[config.mk]
export PLATFORM = sky130hd
export DESIGN_NAME = psd_sqrt_cell
export DESIGN_NICKNAME = d
export VERILOG_FILES = /design/src/hdl/psd_pkg.sv /design/src/hdl/psd_sqrt_cell.sv
export SDC_FILE = /design/constraint.sdc
export NUM_CORES = 1
export LEC_CHECK = 0
export BUFFER_PORTS_ARGS = -buffer_cell sky130_fd_sc_hd__buf_2
export CORE_AREA = 2 2 121 123
export CTS_CLUSTER_SIZE = 28
export DETAILED_ROUTE_END_ITERATION = 10
export DIE_AREA = 0 0 123 125
export GPL_TIMING_DRIVEN = 0
export PLACE_DENSITY_LB_ADDON = 0.05
export REMOVE_ABC_BUFFERS = 1
export SLEW_MARGIN = 25
export SYNTH_ARGS = -nofsm -noshare
export SYNTH_HDL_FRONTEND = slang
export SYNTH_SLANG_ARGS = --single-unit
[constraint.sdc]
create_clock -name clk_i -period 1.6 [get_ports clk_i]
set_input_delay 0.08 -clock clk_i [delete_from_list [all_inputs] [get_ports clk_i]]
set_output_delay 0.08 -clock clk_i [all_outputs]
set_load 0.01 [all_outputs]
[src/hdl/psd_pkg.sv]
// Shared widths, word types and chain lengths for the point to segment distance core
`default_nettype none
package psd_pkg;

  localparam int CW        = 24;
  localparam int DW        = CW + 1;
  localparam int PW        = 2 * DW;
  localparam int NW        = PW + 2;
  localparam int QW        = DW + 1;
  localparam int SW        = 2 * DW;
  localparam int RW        = DW;
  localparam int REMW      = RW + 3;
  localparam int OUTW      = CW + 1;
  localparam int DIV_CELLS = 2 * DW;
  localparam int SQRT_CELLS = SW / 2;

  typedef struct packed {
    logic                 strict;
    logic                 off;
    logic                 proj;
    logic                 use_end;
    logic                 neg_x;
    logic                 neg_y;
    logic signed [CW-1:0] sx;
    logic signed [CW-1:0] sy;
    logic signed [CW-1:0] ex;
    logic signed [CW-1:0] ey;
    logic signed [CW-1:0] px;
    logic signed [CW-1:0] py;
  } side_t;

  typedef struct packed {
    logic [NW-1:0] r_x;
    logic [NW-1:0] r_y;
    logic [QW-1:0] q_x;
    logic [QW-1:0] q_y;
    logic [DW-1:0] d_x;
    logic [DW-1:0] d_y;
    logic [NW-1:0] num;
    logic [NW-1:0] den;
    side_t         side;
  } div_word_t;

  typedef struct packed {
    logic                 strict;
    logic                 off;
    logic signed [CW-1:0] fx;
    logic signed [CW-1:0] fy;
  } tail_t;

  typedef struct packed {
    logic [SW-1:0]   s;
    logic [REMW-1:0] rem;
    logic [RW-1:0]   r;
    tail_t           tail;
  } sqrt_word_t;

endpackage
`default_nettype wire

[src/hdl/psd_sqrt_cell.sv]
// One root digit of the distance square root
`default_nettype none
module psd_sqrt_cell
  import psd_pkg::*;
(
  input  wire logic       clk_i,
  input  wire logic       rst_ni,
  input  wire logic       en_i,
  input  wire logic       valid_i,
  input  wire sqrt_word_t word_i,
  output logic            valid_o,
  output sqrt_word_t      word_o
);

  logic       valid_q;
  sqrt_word_t word_q, word_d;
  logic [REMW-1:0] rem_n, trial;

  always_comb begin
    word_d = word_i;
    rem_n  = {word_i.rem[REMW-3:0], word_i.s[SW-1:SW-2]};
    trial  = REMW'({word_i.r, 2'b01});
    if (rem_n >= trial) begin
      word_d.rem = rem_n - trial;
      word_d.r   = {word_i.r[RW-2:0], 1'b1};
    end else begin
      word_d.rem = rem_n;
      word_d.r   = {word_i.r[RW-2:0], 1'b0};
    end
    word_d.s = {word_i.s[SW-3:0], 2'b00};
  end

  always_ff @(posedge clk_i or negedge rst_ni) begin
    if (!rst_ni) begin
      valid_q <= 1'b0;
    end else if (en_i) begin
      valid_q <= valid_i;
    end
  end

  always_ff @(posedge clk_i) begin
    if (en_i) begin
      word_q <= word_d;
    end
  end

  assign valid_o = valid_q;
  assign word_o  = word_q;

endmodule
`default_nettype wire

==> reports/results.ini, run 1 <==
[synth]
synthXorXnorAreaFrac_pct=3.59
synth.top_cell.area_share_pct=69.2
synth_area_leader_cell=edfxtp_1
async_flop_share_pct=0.658
synth_area_leaders=edfxtp_1 (69%), ha_1 (5.2%), o21ai_2 (3.2%)
synth-seq-cells=152
synthCells=441
synth_simple_gate_area_share_pct=5.73
synth_fa_ha_area_share_pct=5.16
yosys-top-cells-count=edfxtp_1 (151), nand2_1 (43), inv_1 (34), ha_1 (27), a21oi_1 (25)
yosys.cell_count.top_type=edfxtp_1
synth_edf_count=151
synth_compound_area_share_pct=11.7
netlist-cell-type-count=50
ys_seq_area_share_pct=69.6
syn_area_um2=6550
synthMuxAreaShare_pct=0.496
synth.avg_cell_area_um2=14.9
ys_warn_count=0
synth_top_family_by_area=compound AO/OA/AOI/OAI gates
ys.flop_type=edfxtp_1

[die]
start_util_pct=46.1
fp.dieW_um=123
ios=311
die_h_um=125
core-area_um2=14200
row_count=44
die_area_um2=15400

[sta]
fin_crit_sh_pct=123
drv_slew=0
finalWorstSetupSlack_ns=-0.362
skew_ns=0
hold_violations=0
max_freq_ghz=0.510
setup_tns_ns=-8.17
min_period_ns=1.96
finalSetupViolCount=29
rsz0062_at_grt=yes

[setup_path]
cp_max_fo=5
start_kind=input pin
path_class=input pin to flop
cp.required_ns=1.77
cp-end-kind=flop
critical_path_arrival_ns=2.13

[detailed_routing]
ant_nets=0
viasPerCell=4.91
drtPass1Iterations=6
remaining_drc_errors=0
wl_per_cell_um=17.2
routed_wl_um=19700
dr.first_iter.drc_count=311
vias=5622

[run]
maxCapViolations=0

[grt]
grt_first_pass_wirelength_um=28900
grt_max_degree=97
antenna_found_initial=2
grt_pass1_vias=5668
gr-usage-all-layers_pct=25.0
overflow=0

[final_layout]
drive_above_1_share_pct=50.5
stdcell_area_um2=11400
nets=1130
post-route-util_pct=80.1
fin_cells=1146
area_growth_pct=73.7

[cts]
clkTransAtPathRegs_ns=0.07
cts.htree.levels=4
cts_root_buf=clkbuf_16
cts_inserted_buffers=17
clockBufferDepth=2
cts_sinks=152
cts_tree=done
clock_latency_ns=0.42

[pwr]
total_power_w=0.0117
p_leak_nw=4.93
ir_drop_mv=0.599
powerDensity_nw_per_um2=1030

[place]
routabilityCongestion=0.791
placed_cells=920
port_buffers=306
dp_hpwl_um=12100
placed_area_um2=8300

[run_status]
violations=negative setup slack
outcome=finished with violations

[min_path]
worstHoldPathType=input pin to flop

[placed cells by master (no fill, tap or decap), types with 10 or more instances in the layout]
cell type	Yosys	layout
a21o_1	10	10
a21oi_1	25	15
a21oi_2	1	10
buf_2	4	292
buf_4	3	33
buf_6	4	12
clkbuf_16	0	18
dlygate4sd3_1	0	150
edfxtp_1	151	151
ha_4	0	18
inv_1	34	25
nand2_1	43	31
o21ai_2	24	27
xnor2_1	12	12
xor2_1	13	12
[final timing paths]
kind,to,slack [ns],start,cells past startpoint
max,word_o[102]$_DFFE_PP_,-0.36,word_i[54],11
min,word_o[75]$_DFFE_PP_,0.02,word_i[151],2
max reg2reg,valid_o$_DFFE_PN0P_,0.86,valid_o$_DFFE_PN0P_,1
min reg2reg,valid_o$_DFFE_PN0P_,0.51,valid_o$_DFFE_PN0P_,1
max in group asynchronous,valid_o$_DFFE_PN0P_,0.96,rst_ni,3
min in group asynchronous,valid_o$_DFFE_PN0P_,0.53,rst_ni,3
[power breakdown]
part	switching (W)	leakage [nW]	internal, W
Sequential	0.0000891	1.49	0.00483
Clock	0.00163	0.292	0.00253
Combinational	0.00131	3.15	0.00135
[critical path, stage by stage]
cell	delay [ns]
buf_2	0.09
inv_1	0.04
ha_1	0.38
a21o_1	0.24
a31oi_4	0.23
o21ai_4	0.09
a221oi_4	0.29
o21ai_2	0.09
a21oi_2	0.20
o31ai_2	0.09
mux2_4	0.30
[timing repair]
item,4_1_cts,5_1_grt
cloned,4,0
endpoints found under the hold margin,149,1
setup buffers,29,8
setup endpoints to repair,29,29
resized for setup,104,24
hold buffers,149,1
pin swaps,39,15
[area by class of cell]
type | instances | area (um^2)
multi-input cells | 241 | 2200
diodes | 3 | 7.51
flip-flops and latches | 152 | 4560
well taps | 184 | 230
fillers | 866 | 2820
repair buffers | 500 | 3630
inverters | 34 | 138
clock inverters | 12 | 166
clock buffers | 20 | 447
[kinds of logic (layout without fill, tap and decap cells)]
| kind of cell | count (synthesis) | after routing |
|---|---|---|
| and+or+nand+nor | 83 | 83 |
| adders and majority gates | 27 | 27 |
| other | 1 | 5 |
| xor gates and xnor gates | 26 | 26 |
| buffers and inverters | 49 | 566 |
| muxes | 3 | 3 |
| DFF | 152 | 152 |
| AOI/OAI and AO/OA | 100 | 100 |
[metrics by stage]
stage / setup WS, ns / hold slack, ns
3_5_place_dp: -1.73 / -0.144
3_3_place_gp: -2.10 / -0.143
5_1_grt: -0.466 / 0.0239
2_1_floorplan: -1.50 / -0.216
6_report: -0.362 / 0.0231
4_1_cts: -0.345 / -0.0315
[state kept, by name, summed over array words and instances (netlist names)]
register / count
valid_o: 1
word_o: 151
[layer usage]
layer | wire, um | share of wire (%) | global-route usage (%) | vias up
met1 | 7300 | 37 | 27.1 | 2685
met5 | 0 | 0 | 0 | -
met2 | 10300 | 52 | 44.2 | 214
met3 | 1360 | 6.9 | 7.25 | 53
li1 | - | - | - | 2670
met4 | 760 | 3.9 | 11.9 | 0
(Power assumes the default switching activity.)
==> run 2: changes to the inputs <==
--- a/config.mk
+++ b/config.mk
@@ -5,14 +5,17 @@
 export SDC_FILE = /design/constraint.sdc
 export NUM_CORES = 1
 export LEC_CHECK = 0
+export ABC_AREA = 1
 export BUFFER_PORTS_ARGS = -buffer_cell sky130_fd_sc_hd__buf_2
-export CORE_AREA = 2 2 121 123
+export CORE_ASPECT_RATIO = 1.4
+export CORE_MARGIN = 2
+export CORE_UTILIZATION = 51
 export CTS_CLUSTER_SIZE = 28
 export DETAILED_ROUTE_END_ITERATION = 10
-export DIE_AREA = 0 0 123 125
 export GPL_TIMING_DRIVEN = 0
 export PLACE_DENSITY_LB_ADDON = 0.05
 export REMOVE_ABC_BUFFERS = 1
+export SKIP_LAST_GASP = 1
 export SLEW_MARGIN = 25
 export SYNTH_ARGS = -nofsm -noshare
 export SYNTH_HDL_FRONTEND = slang
==> reports/results.ini, run 2 <==
[run_status]
outcome=complete, no violations

[grt]
grt_first_pass_wirelength_um=36300
gr-usage-all-layers_pct=32.3
antenna_found_initial=4
grt_max_degree=103
grt_pass1_vias=6738
overflow=0

[sta]
skew_ns=0
hold_violations=0
drv_slew=0
fin_crit_sh_pct=97.3
min_period_ns=1.56
setup_tns_ns=0
finalSetupViolCount=0
max_freq_ghz=0.643

[setup_path]
worst-path-stages=14
crit_family=simple AND/OR/NAND/NOR gates
critical_path_arrival_ns=1.73
path_class=input pin to flop
cpPeakStageDelay_ns=0.23
start_kind=input pin
cp-end-kind=flop
critical_path_buf_inv_count=3
r2r_setup_slack_ns=0.86
cp_common_cell=nand2_1
worstPathCellList=buf_2 > inv_1 > ha_4 > nand2_1 > nand2_1 > nand2_1 > nand2_1 > nand2_1 > nand2_1 > nor2_4 > buf_6 > nand3_4 > nand3_1 > nand2_1
cp_max_fo=8
cp.required_ns=1.78
worstRegToRegCells=1
slowest_stage=ha_4

[detailed_routing]
wl_per_cell_um=18.1
drtPass1Iterations=5
ant_nets=0
remaining_drc_errors=0
viasPerCell=4.91
vias=6818
routed_wl_um=25200
dr.first_iter.drc_count=530

[cts]
clkTransAtPathRegs_ns=0.07
clockBufferDepth=2
cts_tree=done
cts_sinks=152
cts_inserted_buffers=17
cts_root_buf=clkbuf_16
clock_latency_ns=0.42
cts.htree.levels=4

[die]
die_area_um2=15000
row_count=51
die_h_um=144
ios=311
fp.dieW_um=104
core-area_um2=13800
start_util_pct=51.9

[pwr]
total_power_w=0.0117
powerDensity_nw_per_um2=1010
p_leak_nw=5.54
ir_drop_mv=0.661

[synth]
async_flop_share_pct=0.658
netlist-cell-type-count=28
ys_seq_area_share_pct=63.8
synth-seq-cells=152
synth_area_leader_cell=edfxtp_1
synth_area_leaders=edfxtp_1 (63%), nand2_1 (13%), inv_1 (6.9%)
yosys.cell_count.top_type=nand2_1
yosys-top-cells-count=nand2_1 (242), edfxtp_1 (151), inv_1 (131), nor2_1 (38), nand3_1 (32)
ys.flop_type=edfxtp_1
ys_warn_count=0
synth.top_cell.area_share_pct=63.4
syn_area_um2=7150
synthCells=701
synth.avg_cell_area_um2=10.2
synth_edf_count=151

[min_path]
worstHoldPathType=input pin to flop
holdPathStages=2

[final_layout]
largest_reg_flops=151
final_cell_mix=buf_2 (305), nand2_1 (233), edfxtp_1 (151)
area_growth_pct=62.0
nets=1371
final_common_cell=buf_2
drive_above_1_share_pct=34.4

[place]
routabilityCongestion=0.968
port_buffers=306
dp_hpwl_um=15200

[run]
maxCapViolations=0

[run 2: cell types whose count changed in the layout (fill, tap and decap cells not counted), moves of 9 or more]
cell | previous run | this run
buf_2 | 292 | 305
a21oi_2 | 10 | 1
nor2_1 | 9 | 35
buf_4 | 33 | 8
inv_1 | 25 | 127
a21o_1 | 10 | 0
o21ai_2 | 27 | 1
nand2_1 | 31 | 233
nand3_1 | 7 | 28
[run 2: timing repair]
| item | CTS | global route |
|---|---|---|
| resized for setup | 28 | 42 |
| hold endpoints to repair | 148 | 0 |
| setup endpoints to repair | 28 | 28 |
| hold buffers | 149 | 0 |
| gates cloned | 5 | 0 |
| buffers inserted | 6 | 6 |
| pin swaps | 9 | 13 |
[run 2: worst paths after layout]
path	start	endpoint
setup / recovery	word_i[69]	word_o[96]$_DFFE_PP_
hold / removal	word_i[151]	word_o[75]$_DFFE_PP_
setup reg to reg	valid_o$_DFFE_PN0P_	valid_o$_DFFE_PN0P_
hold reg to reg	valid_o$_DFFE_PN0P_	valid_o$_DFFE_PN0P_
max in group asynchronous	rst_ni	valid_o$_DFFE_PN0P_
min in group asynchronous	rst_ni	valid_o$_DFFE_PN0P_
[run 2: power by group]
part / total [W] / switching (W) / leakage (nW) / internal [W]
clock network: 0.00436 / 0.00182 / 0.310 / 0.00254
registers: 0.00491 / 0.0000937 / 1.49 / 0.00481
logic: 0.00242 / 0.00134 / 3.74 / 0.00108
[run 2: metal layers]
metal / wire, um / part of all wire [%] / track usage, %
met1: 8890 / 35 / 34.8
met2: 13400 / 53 / 59.5
met3: 1870 / 7.4 / 8.61
met4: 986 / 3.9 / 14.8
met5: 13 / 0.052 / 0
[run 2: kinds of logic after synthesis]
family,synth area share [%]
AO/OA/AOI/OAI,2.17
XOR/XNOR,1.84
adder cells (fa/ha/maj),4.73
buffers and inverters,7.93
flip-flops,63.8
multiplexers,0.157
other,0.0525
AND/OR/NAND/NOR,19.4
[run 2: layout make-up]
cell class | count | area (um^2)
antenna | 4 | 10.0
sequential | 152 | 4560
inverter | 133 | 512
tap | 185 | 231
multi-input combinational | 415 | 2470
fill | 806 | 2200
clock inverter | 14 | 204
clock buffer | 18 | 429
timing repair buffer | 468 | 3170
[run 2: metrics by stage]
step / hold WS (ns) / instances / area [um^2] / worst slack (ns) / util (%)
global route: 0.0417 / 1388 / 11600 / -0.0159 / 84.0
detailed placement: -0.136 / 1187 / 8890 / -0.756 / 64.5
global placement: -0.132 / 1186 / 8850 / -1.45 / 64.2
floorplan: -0.216 / 695 / 7090 / -0.212 / -
finish: 0.0369 / 1389 / 11600 / 0.0439 / 84.0
CTS: 0.0244 / 1379 / 11300 / 0.0134 / 81.8
==> run 3: changes to the inputs <==
==> constraint.sdc (replaced) <==
create_clock -name clk_i -period 1.82 [get_ports clk_i]
set_input_delay 0.091 -clock clk_i [delete_from_list [all_inputs] [get_ports clk_i]]
set_output_delay 0.091 -clock clk_i [all_outputs]
set_load 0.01 [all_outputs]
==> reports/results.ini, run 3 (synthesis results as in run 2) <==
[run_status]
outcome=complete, no violations

[sta]
fin_crit_sh_pct=91.9
finalSetupViolCount=0
min_period_ns=1.67
rsz0062_at_grt=no
hold_violations=0
skew_ns=0
hold_slack_ns=0.0487
max_freq_ghz=0.598
drv_slew=0

[detailed_routing]
ant_nets=0
dr.first_iter.drc_count=424
wl_per_cell_um=17.7
drtPass1Iterations=5
remaining_drc_errors=0
vias=6711
viasPerCell=4.86
routed_wl_um=24400

[pwr]
p_leak_nw=5.46
powerDensity_nw_per_um2=907
total_power_w=0.0101
ir_drop_mv=0.646

[min_path]
worstHoldPathType=input pin to flop

[setup_path]
path_class=input pin to flop
start_kind=input pin
cp.required_ns=2.08
critical_path_arrival_ns=1.93
cp-end-kind=flop
cp_max_fo=4

[die]
row_count=51
core-area_um2=13800
ios=311
die_area_um2=15000
die_h_um=144
start_util_pct=51.9
fp.dieW_um=104

[final_layout]
nets=1363
largest_reg_flops=151
fin_cells=1380
area_growth_pct=56.2
final_cell_mix=buf_2 (305), nand2_1 (242), edfxtp_1 (151)
final_common_cell=buf_2
drive_above_1_share_pct=30.3

[grt]
gr-usage-all-layers_pct=31.8
antenna_found_initial=5
grt_max_degree=103
grt_first_pass_wirelength_um=35600
overflow=0
grt_pass1_vias=6750

[place]
routabilityCongestion=0.968
placed_cells=1187
dp_hpwl_um=15200
port_buffers=306

[cts]
cts.htree.levels=4
clockBufferDepth=2
cts_sinks=152
cts_inserted_buffers=17
clock_latency_ns=0.42
clkTransAtPathRegs_ns=0.06
cts_root_buf=clkbuf_16
cts_tree=done

[run]
maxCapViolations=0

run 3: changes by cell type in the layout (fill, tap and decap cells not counted), sizes merged:
cell / delta
buf: -6
diode: -1
nand3: -1
nor2: -1
run 3: path summary, 6_finish.rpt:
path	start	slack, ns	cells after the start	end
max	word_i[51]	0.15	14	word_o[84]$_DFFE_PP_
min	word_i[151]	0.05	2	word_o[75]$_DFFE_PP_
min reg2reg	valid_o$_DFFE_PN0P_	0.51	1	valid_o$_DFFE_PN0P_
max in group asynchronous	rst_ni	1.21	3	valid_o$_DFFE_PN0P_
min in group asynchronous	rst_ni	0.50	3	valid_o$_DFFE_PN0P_
max reg2reg	valid_o$_DFFE_PN0P_	1.08	1	valid_o$_DFFE_PN0P_
run 3: timing repair:
action	4_1_cts	5_1_grt
hold buffers	149	0
gates cloned	1	2
pin swaps	1	4
endpoints found under the hold margin	148	0
setup endpoints to repair	3	27
buffers inserted	0	6
gates resized for setup	0	7
run 3: cell type report:
type	instances	area (um^2)
well taps	185	231
multi-input cells	413	2080
inverters	133	502
repair buffers	462	3160
diodes	3	7.51
flip-flops and latches	152	4560
clock buffers	18	429
clock inverters	14	204
fillers	897	2610
run 3: metal layers:
layer | up-vias | share of wire, % | GRT usage (%)
met3 | 72 | 7.7 | 9.19
met4 | 2 | 4.9 | 16.9
met2 | 311 | 53 | 58.1
met5 | - | 0.078 | 0
li1 | 3224 | - | -
met1 | 3102 | 35 | 33.1
run 3: per-stage QoR:
step	TNS, ns	instance area, um^2	worst slack (ns)	util, %
2_1_floorplan	-0.00682	7090	-0.00341	-
3_3_place_gp	-178.38	8850	-1.24	64.2
6_report	0	11200	0.148	81.0
5_1_grt	0	11200	0.0153	81.0
4_1_cts	-0.105	11000	-0.0193	80.0
3_5_place_dp	-11.73	8890	-0.547	64.5
run 3: report_power, final:
group | leakage, nW | internal [W] | switching (W)
clock | 0.310 | 0.00223 | 0.00161
sequential | 1.49 | 0.00423 | 0.0000847
combinational | 3.67 | 0.000864 | 0.00111
total | 5.46 | 0.00732 | 0.00280
run 3: worst max-delay path, stage by stage:
cell and delay (ns):
buf_2 0.08, inv_1 0.04, ha_1 0.34, nand2_1 0.09, nand2_1 0.09, or2_1 0.28
nand2_1 0.09, nand3_2 0.12, nand2_2 0.14, inv_4 0.09, nor2_4 0.15, buf_4 0.18
nand2_1 0.06, o21ai_1 0.09
